**src/rtl/core/assert_macros.svh**
```systemverilog
// Assertion helpers shared by the core RTL.
// Both sample on the rising edge of clock and are off while reset is high.
`ifndef ASSERT_MACROS_SVH
`define ASSERT_MACROS_SVH

// Property must hold at every checked edge
`define ASSERT_CLK(label, prop, msg) \
   label: assert property (@(posedge clock) disable iff (reset) prop) \
      else $error(msg);

// Condition must never be seen at a checked edge
`define ASSERT_NEVER(label, cond, msg) \
   label: assert property (@(posedge clock) disable iff (reset) !(cond)) \
      else $error(msg);

`endif

```
**src/rtl/core/yprgb_pkg.sv**
```systemverilog
`timescale 1ns / 1ps

package yprgb_pkg;

   // Default largest range dimension
   localparam int MAX_DIM_DEFAULT = 1024;

   // Field widths
   localparam int SAMPLE_W   = 8;
   localparam int CSR_DATA_W = 11;
   localparam int CSR_IDX_W  = 2;
   localparam int PACKED_W   = 24;
   localparam int OFFSET_W   = 22;
   localparam int ROW_BASE_W = 20;
   localparam int PIX_IDX_W  = ROW_BASE_W + 1;

   // Register reset values
   localparam logic [CSR_DATA_W-1:0] STRIDE_RESET = CSR_DATA_W'(512);
   localparam logic [CSR_DATA_W-1:0] WIDTH_RESET  = CSR_DATA_W'(480);
   localparam logic [CSR_DATA_W-1:0] HEIGHT_RESET = CSR_DATA_W'(272);

   // Output packing formats
   typedef enum logic [1:0] {
      MODE_8888 = 2'd0,
      MODE_5650 = 2'd1,
      MODE_5551 = 2'd2,
      MODE_4444 = 2'd3
   } mode_type;

   // Register indexes on the csr port
   typedef enum logic [CSR_IDX_W-1:0] {
      CSR_PIXEL_MODE   = 2'd0,
      CSR_DEST_STRIDE  = 2'd1,
      CSR_RANGE_WIDTH  = 2'd2,
      CSR_RANGE_HEIGHT = 2'd3
   } csr_index_type;

   // Position of one pixel: linear destination index and end-of-range flag
   typedef struct packed {
      logic [PIX_IDX_W-1:0] pixel_index;
      logic                 last;
   } pos_type;

endpackage

```
**src/rtl/core/yprgb_position.sv**
```systemverilog
`timescale 1ns / 1ps
`include "assert_macros.svh"

module yprgb_position
   import yprgb_pkg::*;
#(
   parameter int MAX_DIM = MAX_DIM_DEFAULT
) (
   input  logic                  clock,
   input  logic                  reset,
   input  logic                  advance,
   input  logic [CSR_DATA_W-1:0] dest_stride,
   input  logic [CSR_DATA_W-1:0] range_width,
   input  logic [CSR_DATA_W-1:0] range_height,
   output pos_type               pos
);

   localparam int CNT_W = $clog2(MAX_DIM);
   localparam int CMP_W = (CNT_W + 1 > CSR_DATA_W) ? CNT_W + 1 : CSR_DATA_W;

   logic [CNT_W-1:0]      col_ff, col_in;
   logic [CNT_W-1:0]      row_ff, row_in;
   logic [ROW_BASE_W-1:0] row_base_ff, row_base_in;
   logic [CMP_W-1:0]      width_eff, height_eff;
   logic                  end_row, end_all;

   // Effective size: zero acts as one, oversize clamps to MAX_DIM
   function automatic logic [CMP_W-1:0] eff_dim(input logic [CSR_DATA_W-1:0] dim);
      logic [CMP_W-1:0] ext;
      ext = CMP_W'(dim);
      if (ext == '0) begin
         return CMP_W'(1);
      end else if (ext > CMP_W'(MAX_DIM)) begin
         return CMP_W'(MAX_DIM);
      end
      return ext;
   endfunction

   // End-of-row / end-of-range; a counter past the edge counts as on it
   always_comb begin
      width_eff  = eff_dim(range_width);
      height_eff = eff_dim(range_height);
      end_row    = (CMP_W'(col_ff) + CMP_W'(1)) >= width_eff;
      end_all    = end_row && ((CMP_W'(row_ff) + CMP_W'(1)) >= height_eff);
   end

   // Counter next values
   always_comb begin
      col_in      = col_ff + CNT_W'(1);
      row_in      = row_ff;
      row_base_in = row_base_ff;
      if (end_all) begin
         col_in      = '0;
         row_in      = '0;
         row_base_in = '0;
      end else if (end_row) begin
         col_in      = '0;
         row_in      = row_ff + CNT_W'(1);
         row_base_in = row_base_ff + ROW_BASE_W'(dest_stride);
      end
   end

   always_ff @(posedge clock) begin
      if (reset) begin
         col_ff      <= '0;
         row_ff      <= '0;
         row_base_ff <= '0;
      end else if (advance) begin
         col_ff      <= col_in;
         row_ff      <= row_in;
         row_base_ff <= row_base_in;
      end
   end

   // Position of the pixel being accepted now
   assign pos.pixel_index = PIX_IDX_W'(row_base_ff) + PIX_IDX_W'(col_ff);
   assign pos.last        = end_all;

   `ASSERT_CLK(a_row_base_held, advance && !end_row |=> $stable(row_base_ff), "row base moved mid-row")

endmodule

```
**src/rtl/core/yprgb_color.sv**
```systemverilog
`timescale 1ns / 1ps

module yprgb_color
   import yprgb_pkg::*;
(
   input  logic [SAMPLE_W-1:0] luma_sample,
   input  logic [SAMPLE_W-1:0] cb_sample,
   input  logic [SAMPLE_W-1:0] cr_sample,
   input  mode_type            pixel_mode,
   output logic [PACKED_W-1:0] packed_pixel
);

   localparam int SUM_W = 20;

   logic signed [SUM_W-1:0] c_val, d_val, e_val;
   logic signed [SUM_W-1:0] r_sum, g_sum, b_sum;
   logic [7:0]              r_ch, g_ch, b_ch;

   // Floor-shift by 8 and clamp to 0..255; the rounding constant is added in the sums
   function automatic logic [7:0] clamp8(input logic signed [SUM_W-1:0] v);
      if (v[SUM_W-1]) begin
         return 8'd0;
      end else if (|v[SUM_W-2:16]) begin
         return 8'hFF;
      end
      return v[15:8];
   endfunction

   // BT.601 studio-swing matrix
   always_comb begin
      c_val = $signed(SUM_W'(luma_sample)) - SUM_W'(16);
      d_val = $signed(SUM_W'(cb_sample)) - SUM_W'(128);
      e_val = $signed(SUM_W'(cr_sample)) - SUM_W'(128);
      r_sum = SUM_W'(298) * c_val + SUM_W'(409) * e_val + SUM_W'(128);
      g_sum = SUM_W'(298) * c_val - SUM_W'(100) * d_val - SUM_W'(208) * e_val
            + SUM_W'(128);
      b_sum = SUM_W'(298) * c_val + SUM_W'(516) * d_val + SUM_W'(128);
      r_ch  = clamp8(r_sum);
      g_ch  = clamp8(g_sum);
      b_ch  = clamp8(b_sum);
   end

   // Pack; alpha stays zero
   always_comb begin
      case (pixel_mode)
         MODE_5650: packed_pixel = {8'd0, b_ch[7:3], g_ch[7:2], r_ch[7:3]};
         MODE_5551: packed_pixel = {8'd0, 1'b0, b_ch[7:3], g_ch[7:3], r_ch[7:3]};
         MODE_4444: packed_pixel = {8'd0, 4'd0, b_ch[7:4], g_ch[7:4], r_ch[7:4]};
         default:   packed_pixel = {b_ch, g_ch, r_ch};
      endcase
   end

endmodule

```
**src/rtl/core/ycbcr_to_packed_rgb_converter.sv**
```systemverilog
`timescale 1ns / 1ps
// Throughput: one pixel per clock while rsp_stall is low; the only feedback loop
// is the position counters. Two register stages (input, result) let a new beat
// in while a result waits. Reset (synchronous, active high) empties both stages,
// zeroes the position counters and loads the register defaults (8888, stride
// 512, 480 x 272). The result stage drives rsp.
`include "assert_macros.svh"

module ycbcr_to_packed_rgb_converter
   import yprgb_pkg::*;
#(
   parameter int MAX_DIM = MAX_DIM_DEFAULT
) (
   input  logic                  clock,
   input  logic                  reset,
   // pixel input
   input  logic                  req_valid,
   output logic                  req_stall,
   input  logic [SAMPLE_W-1:0]   req_luma_sample,
   input  logic [SAMPLE_W-1:0]   req_cb_sample,
   input  logic [SAMPLE_W-1:0]   req_cr_sample,
   // result output
   output logic                  rsp_valid,
   input  logic                  rsp_stall,
   output logic [PACKED_W-1:0]   rsp_packed_pixel,
   output logic [OFFSET_W-1:0]   rsp_byte_offset,
   output logic                  rsp_last_pixel,
   // register writes
   input  logic                  csr_write_enable,
   input  logic [CSR_IDX_W-1:0]  csr_index,
   input  logic [CSR_DATA_W-1:0] csr_write_data
);

   mode_type              pixel_mode_ff;
   logic [CSR_DATA_W-1:0] dest_stride_ff, range_width_ff, range_height_ff;

   logic                  s1_valid_ff, s1_valid_in;
   logic [SAMPLE_W-1:0]   s1_luma_ff, s1_cb_ff, s1_cr_ff;
   logic [OFFSET_W-1:0]   s1_offset_ff, s1_offset_in;
   logic                  s1_last_ff;

   logic                  rsp_valid_ff, rsp_valid_in;
   logic [PACKED_W-1:0]   rsp_packed_ff, rsp_packed_in;
   logic [OFFSET_W-1:0]   rsp_offset_ff;
   logic                  rsp_last_ff;

   logic                  out_ready, accept;
   pos_type               pos;

   // Configuration registers
   always_ff @(posedge clock) begin
      if (reset) begin
         pixel_mode_ff   <= MODE_8888;
         dest_stride_ff  <= STRIDE_RESET;
         range_width_ff  <= WIDTH_RESET;
         range_height_ff <= HEIGHT_RESET;
      end else if (csr_write_enable) begin
         case (csr_index_type'(csr_index))
            CSR_PIXEL_MODE:   pixel_mode_ff   <= mode_type'(csr_write_data[1:0]);
            CSR_DEST_STRIDE:  dest_stride_ff  <= csr_write_data;
            CSR_RANGE_WIDTH:  range_width_ff  <= csr_write_data;
            CSR_RANGE_HEIGHT: range_height_ff <= csr_write_data;
            default: ;
         endcase
      end
   end

   // Handshake: result stage frees when empty or taken
   always_comb begin
      out_ready    = !rsp_valid_ff || !rsp_stall;
      req_stall    = s1_valid_ff && !out_ready;
      accept       = req_valid && !req_stall;
      s1_valid_in  = accept || (s1_valid_ff && !out_ready);
      rsp_valid_in = out_ready ? s1_valid_ff : rsp_valid_ff;
   end

   // Position counters advance per accepted beat
   yprgb_position #(
      .MAX_DIM (MAX_DIM)
   ) u_position (
      .clock        (clock),
      .reset        (reset),
      .advance      (accept),
      .dest_stride  (dest_stride_ff),
      .range_width  (range_width_ff),
      .range_height (range_height_ff),
      .pos          (pos)
   );

   // Byte offset: 4 bytes per pixel in 8888, else 2
   always_comb begin
      if (pixel_mode_ff == MODE_8888) begin
         s1_offset_in = {pos.pixel_index[OFFSET_W-3:0], 2'b00};
      end else begin
         s1_offset_in = {pos.pixel_index[OFFSET_W-2:0], 1'b0};
      end
   end

   // Input stage
   always_ff @(posedge clock) begin
      if (reset) begin
         s1_valid_ff <= 1'b0;
      end else begin
         s1_valid_ff <= s1_valid_in;
      end
   end

   always_ff @(posedge clock) begin
      if (accept) begin
         s1_luma_ff   <= req_luma_sample;
         s1_cb_ff     <= req_cb_sample;
         s1_cr_ff     <= req_cr_sample;
         s1_offset_ff <= s1_offset_in;
         s1_last_ff   <= pos.last;
      end
   end

   // Color conversion between the two stages
   yprgb_color u_color (
      .luma_sample  (s1_luma_ff),
      .cb_sample    (s1_cb_ff),
      .cr_sample    (s1_cr_ff),
      .pixel_mode   (pixel_mode_ff),
      .packed_pixel (rsp_packed_in)
   );

   // Result stage
   always_ff @(posedge clock) begin
      if (reset) begin
         rsp_valid_ff <= 1'b0;
      end else begin
         rsp_valid_ff <= rsp_valid_in;
      end
   end

   always_ff @(posedge clock) begin
      if (out_ready && s1_valid_ff) begin
         rsp_packed_ff <= rsp_packed_in;
         rsp_offset_ff <= s1_offset_ff;
         rsp_last_ff   <= s1_last_ff;
      end
   end

   assign rsp_valid        = rsp_valid_ff;
   assign rsp_packed_pixel = rsp_packed_ff;
   assign rsp_byte_offset  = rsp_offset_ff;
   assign rsp_last_pixel   = rsp_last_ff;

   `ASSERT_NEVER(a_stall_needs_full, req_stall && !s1_valid_ff, "input stalled with empty stage")
   `ASSERT_CLK(a_stage_drains, s1_valid_ff && !rsp_valid_ff |=> rsp_valid_ff, "beat lost")
   `ASSERT_CLK(a_offset_even, rsp_valid_ff |-> !rsp_offset_ff[0], "odd byte offset")

endmodule
```
**config.mk**
```make
export PLATFORM = sky130hd
export DESIGN_NAME = ycbcr_to_packed_rgb_converter
export DESIGN_NICKNAME = d
export VERILOG_FILES = /design/src/rtl/core/yprgb_pkg.sv /design/src/rtl/core/yprgb_position.sv /design/src/rtl/core/yprgb_color.sv /design/src/rtl/core/ycbcr_to_packed_rgb_converter.sv
export VERILOG_INCLUDE_DIRS = /design/src /design/src/rtl/core
export SDC_FILE = /design/constraint.sdc
export NUM_CORES = 1
export LEC_CHECK = 0
export ABC_AREA = 1
export ABC_CLOCK_PERIOD_IN_PS = 6340
export BUFFER_PORTS_ARGS = -buffer_cell sky130_fd_sc_hd__buf_2
export CAP_MARGIN = 20
export CELL_PAD_IN_SITES_DETAIL_PLACEMENT = 1
export CELL_PAD_IN_SITES_GLOBAL_PLACEMENT = 2
export CORE_MARGIN = 2
export CORE_UTILIZATION = 35
export DETAILED_ROUTE_END_ITERATION = 12
export PLACE_DENSITY_LB_ADDON = 0.15
export SKIP_LAST_GASP = 1
export SYNTH_ARGS = -nofsm -noshare
export SYNTH_HDL_FRONTEND = slang
export SYNTH_SLANG_ARGS = --single-unit
```
**constraint.sdc**
```tcl
create_clock -name clock -period 6.34 [get_ports clock]
set_input_delay 0.634 -clock clock [delete_from_list [all_inputs] [get_ports clock]]
set_output_delay 0.634 -clock clock [all_outputs]
set_load 0.005 [all_outputs]
```
==> flow_summary.ini, run 1 <==
[global_routing]
grt_pass1_wl_mm = 81.3
grtUsageTotal = 0.219
grt_max_degree = 48
grt_antenna_before_repair = 1
grt_pass1_vias = 15257
gr-total-overflow = 0

[worst_hold_path]
hp-class = in -> reg
hold_start = req_luma_sample[7]
hold_path_depth = 1
min_to = s1_luma_ff[7]$_DFFE_PP_

[run]
drv_cap = 0

[floorplanning]
dieArea_um2 = 48300
start_util = 0.352
fp.dieH_um = 220
io_pins = 91
core_area_um2 = 46300
rows = 79
die_w_um = 220

[sta]
fmax_mhz = 154
rsz0062_at_grt = true
fin_crit_sh = 1.03
worst_pin_slew_ns = 1.00
worst_slack_ns = -0.172
relSlewSlack = 0.331
period_needed_ns = 6.51
hold_viol = 0
drv_slew = 0
finClkSkew_ns = 0.0211
setup_viol = 16

[placement]
numPortBuffers = 89
dp.cells = 2831
place.gp.congestion = 0.869
place_ws_ns = -0.586
hpwl_mm = 41.3

[critical_path]
regToRegEndpoint = rsp_packed_pixel[10]$_DFFE_PP_
required_ns = 6.55
cp-end-kind = flop
crit_arrival_ns = 6.72
worst_r2r_path_depth = 34
crit_fanout = 12
r2r_slack_ns = -0.17
slowest_delay_ns = 0.53
startpoint_type = flop
crit_slowest_cell = fa_1
rr_startpoint = s1_luma_ff[5]$_DFFE_PP_
path_class = reg -> reg
cp_common_cell = ha_4

[synthesis]
synth_top_area_share = 0.211
synth_largest_area_cell = ha_1
avgSynthCellArea_um2 = 8.03
synth_flop_cell = edfxtp_1
synthesis.area_um2 = 16300
synth_edf_count = 92
synth_area_leaders = ha_1, edfxtp_1, dfxtp_1
synth_seq_area_share = 0.264
ys_seq_elements = 169
ys_types = 54
netlist_instances = 2029
synth_nets = 2413
ys_warn_count = 0
async_flop_share = 0

[route]
detailedRoute.firstPassIterationCount = 4
routed_wl_mm = 50.9
route.detailed.wl_per_inst_um = 17.6
drt-vias-per-instance = 4.93
ant_nets = 0
vias = 14239
first_iter_violations = 575
post-route-drc-count = 0

[clock_network]
cts_buffers = 17
clockRootBuffer = clkbuf_16
cts_max_path_buffers = 2
cts_max_level = 4
cts_tree = built
clk-insertion-delay-late_ns = 0.48
cts.sinks = 169
path_clk_slew_ns = 0.09

[cells_and_area]
stdcell_count = 2891
drive_gt1_frac = 0.231
area_growth_pct = 27.0
fin_util = 0.447
n_antenna_cell = 0
nets = 2655

[status]
violations = negative setup slack
status = finished, violations left
[state kept, by name (all words and copies together), names as in the netlist, 10 cells and up]
register and flops:
dest_stride_ff 11, range_height_ff 11, range_width_ff 11, rsp_byte_offset 21, rsp_packed_pixel 24, s1_offset_ff 21, u_position.col_ff 10, u_position.row_base_ff 20
u_position.row_ff 10
[per-stage QoR]
stage | TNS (ns) | instance area, µm² | hold WS, ns
6_report | -1.99 | 20700 | 0.318
5_1_grt | -7.31 | 20700 | 0.289
4_1_cts | -1.47 | 19800 | 0.285
3_5_place_dp | -10.87 | 18500 | 0.406
3_3_place_gp | -7.36 | 18500 | 0.406
2_1_floorplan | 0 | 16400 | 0.400
[routing by layer]
layer | wire length (µm) | GRT usage | part of all wire
met5 | 0 | 0 | 0
met2 | 26500 | 0.405 | 0.52
met3 | 1050 | 0.0305 | 0.021
met4 | 1120 | 0.0600 | 0.022
met1 | 22200 | 0.263 | 0.44
[cells by family after synthesis]
family                     share of synthesized area
AOI/OAI and AO/OA                              0.115
xor gates and xnor gates                      0.0554
adders and majority gates                      0.294
buffers and inverters                         0.0848
DFF                                            0.264
muxes                                        0.00123
other                                       0.000230
and+or+nand+nor                                0.185
[placed cells by master, fill, tap and decap left out, types with 8 or more instances in the layout]
master	instances
nor2_1	140
inv_2	26
xor2_1	64
nor2_4	8
nand3_1	70
o21ai_2	10
edfxtp_1	92
xnor2_1	31
ha_1	228
nand2_1	362
clkbuf_16	20
dfxtp_1	77
o211ai_1	23
buf_4	151
ha_4	44
nor3_1	9
a21o_1	8
inv_1	304
a21oi_1	115
o21ai_1	28
nand2_2	37
nand4_1	22
fa_1	65
o21ai_4	11
buf_2	89
nand2_4	17
o21ai_0	67
nor2_2	16
a21oi_2	27
[cell usage after synthesis, drive strengths merged (23+ instances only)]
library cell / n
xnor2: 35
clkbuf: 24
o21ai: 116
edfxtp: 92
o211ai: 23
nand2: 418
nand3: 79
fa: 68
dfxtp: 77
nor2: 164
ha: 274
inv: 331
a21oi: 149
xor2: 68
[what timing repair did]
item,CTS,global route
gates resized for setup,129,153
gates cloned,1,2
buffers inserted,11,15
setup endpoints to repair,24,24
hold buffers,0,0
pin swaps,68,71
[layout make-up]
type	instances	area, µm²
clock buffers	20	489
clock inverters	12	120
fillers	5555	25600
inverters	332	1250
multi-input cells	1499	12000
flip-flops and latches	169	4300
well taps	607	759
repair buffers	252	1770
[worst max-delay path: cells and delay by family, from the launching register on]
kind,cells,cell delay [ns]
adder cells (fa/ha/maj),9,3.02
buffers and inverters,8,0.80
flip-flops,1,0.43
AND/OR/NAND/NOR,14,1.54
XOR/XNOR,1,0.05
AO/OA/AOI/OAI,2,0.36
[worst max-delay path by stage]
stage | end | start | depth (start not counted) | slack (ns)
5_1_grt | rsp_packed_pixel[10]$_DFFE_PP_ | s1_luma_ff[5]$_DFFE_PP_ | 36 | -0.50
2_1_floorplan | rsp_packed_pixel[5]$_DFFE_PP_ | s1_luma_ff[4]$_DFFE_PP_ | 33 | 0.01
6_report | rsp_packed_pixel[10]$_DFFE_PP_ | s1_luma_ff[5]$_DFFE_PP_ | 34 | -0.17
3_5_place_dp | rsp_packed_pixel[5]$_DFFE_PP_ | s1_luma_ff[5]$_DFFE_PP_ | 34 | -0.59
3_3_place_gp | rsp_packed_pixel[13]$_DFFE_PP_ | s1_luma_ff[4]$_DFFE_PP_ | 32 | -0.47
4_1_cts | rsp_packed_pixel[10]$_DFFE_PP_ | s1_luma_ff[5]$_DFFE_PP_ | 34 | -0.12
Power of run 1 is left out: the tool's default activity adds up to more than one toggle a clock period on the data nets, which glitch-free logic cannot reach.
==> inputs of run 2 (changes only) <==
ABC_CLOCK_PERIOD_IN_PS = 6150   (was 6340)
CORE_UTILIZATION = 38   (was 35)
clock period = 6.15 ns   (was 6.34 ns; I/O delays follow)
==> flow_summary.ini, run 2 (same netlist as run 1, synthesis figures left out) <==
[critical_path]
crit_fanout = 5
cp-startpoint = s1_luma_ff[4]$_DFFE_PP_
startpoint_type = flop
slowest_delay_ns = 0.50
worst_r2r_path_depth = 35
endpoint = rsp_packed_pixel[5]$_DFFE_PP_
regToRegEndpoint = rsp_packed_pixel[5]$_DFFE_PP_
required_ns = 6.35
r2r_slack_ns = -0.43
cp-end-kind = flop
path_class = reg -> reg
rr_startpoint = s1_luma_ff[4]$_DFFE_PP_
crit_arrival_ns = 6.78
crit_slowest_cell = fa_1

[cells_and_area]
largest_reg_flops = 24
n_antenna_cell = 0
drive_gt1_frac = 0.215
layout_common_cells = nand2_1, inv_1, ha_1
fin_util = 0.486
final_common_cell = nand2_1
nets = 2681
area_growth_pct = 25.7
stdcell_count = 2849

[route]
vias = 14425
first_iter_violations = 647
detailedRoute.firstPassIterationCount = 5
drt-vias-per-instance = 5.06
routed_wl_mm = 50.0
ant_nets = 0
route.detailed.wl_per_inst_um = 17.6
post-route-drc-count = 0

[worst_hold_path]
hp-class = in -> reg

[clock_network]
cts_hold_buf = 0
path_clk_slew_ns = 0.08
cts.sinks = 169
cts_buffers = 17
cts_max_path_buffers = 2
cts_tree = built
clk-insertion-delay-late_ns = 0.48
cts_max_level = 4
clockRootBuffer = clkbuf_16

[global_routing]
gr-total-overflow = 0
grt_pass1_wl_mm = 81.1
grt_antenna_before_repair = 2
grt_pass1_vias = 15552
grt_max_degree = 48
grtUsageTotal = 0.234

[run]
drv_cap = 0

[floorplanning]
die_w_um = 211
start_util = 0.386
io_pins = 91
core_area_um2 = 42100
dieArea_um2 = 44500
rows = 75
fp.dieH_um = 211

[sta]
finClkSkew_ns = 0.0182
rsz0062_at_grt = true
fin_crit_sh = 1.07
drv_slew = 0
fmax_mhz = 152
worst_pin_slew_ns = 0.994
relSlewSlack = 0.336
worst_slack_ns = -0.433
period_needed_ns = 6.58
setup_viol = 24
hold_viol = 0

[placement]
dp.cells = 2790
numPortBuffers = 89
place.gp.congestion = 0.873
hpwl_mm = 40.5

[status]
violations = negative setup slack
status = finished, violations left
## run 2: cell types whose count changed in the layout (fill, tap and decap cells not counted), moves of 7 or more
cell     previous run  this run
nand2_2            37        17
nor2_1            140       147
buf_4             151       181
o21ai_0            67        76
ha_4               44        36
a21oi_1           115       124
nand2_1           362       386
a21oi_2            27        18
## run 2: worst min path at each step
stage,startpoint,endpoint,slack (ns),cells past startpoint
after floorplan,s1_offset_ff[10]$_DFFE_PP_,rsp_byte_offset[10]$_DFFE_PP_,0.40,0
after global routing,req_luma_sample[5],s1_luma_ff[5]$_DFFE_PP_,0.29,1
after CTS,req_luma_sample[7],s1_luma_ff[7]$_DFFE_PP_,0.27,1
final,req_cb_sample[0],s1_cb_ff[0]$_DFFE_PP_,0.31,1
after detailed placement,s1_offset_ff[7]$_DFFE_PP_,rsp_byte_offset[7]$_DFFE_PP_,0.41,0
after global placement,s1_offset_ff[20]$_DFFE_PP_,rsp_byte_offset[20]$_DFFE_PP_,0.41,0
## run 2: repair_timing
item                                    4_1_cts  5_1_grt
gates resized for setup                      98       75
gates cloned                                  1        2
endpoints found under the setup margin       24       24
setup buffers                                13       12
pin swaps                                    24       37
## run 2: layer usage
layer | vias up | part of all wire | GRT usage
li1 | 7221 | - | -
met1 | 6974 | 0.44 | 0.287
met2 | 167 | 0.51 | 0.424
met3 | 63 | 0.022 | 0.0274
met4 | 0 | 0.029 | 0.0823
met5 | - | 0 | 0
## run 2: cell type report
class	count	area (µm²)
Fill cell	5082	21700
Multi-Input combinational cell	1499	11700
Sequential cell	169	4300
Timing Repair Buffer	278	1940
Inverter	332	1250
Tap cell	539	674
Clock buffer	18	429
Clock inverter	14	161
## run 2: stage by stage
step           cell area, µm²  TNS [ns]  hold WS, ns  setup slack (ns)
6_report                20500     -6.59        0.306            -0.433
5_1_grt                 20500    -13.41        0.290            -0.702
4_1_cts                 20000     -6.11        0.268            -0.415
3_5_place_dp            18700    -15.04        0.407            -0.790
3_3_place_gp            18700    -10.60        0.406            -0.625
2_1_floorplan           16500    -0.206        0.400           -0.0438
## run 2: critical path: cells and delay by family, from the launching register on
kind | cells | cell delay (ns)
flops | 1 | 0.42
simple gates | 14 | 1.29
xor+xnor | 2 | 0.40
fa+ha+maj | 9 | 3.26
compound gates | 1 | 0.19
buf+inv | 9 | 0.73
Power of run 2 is left out for the same reason.
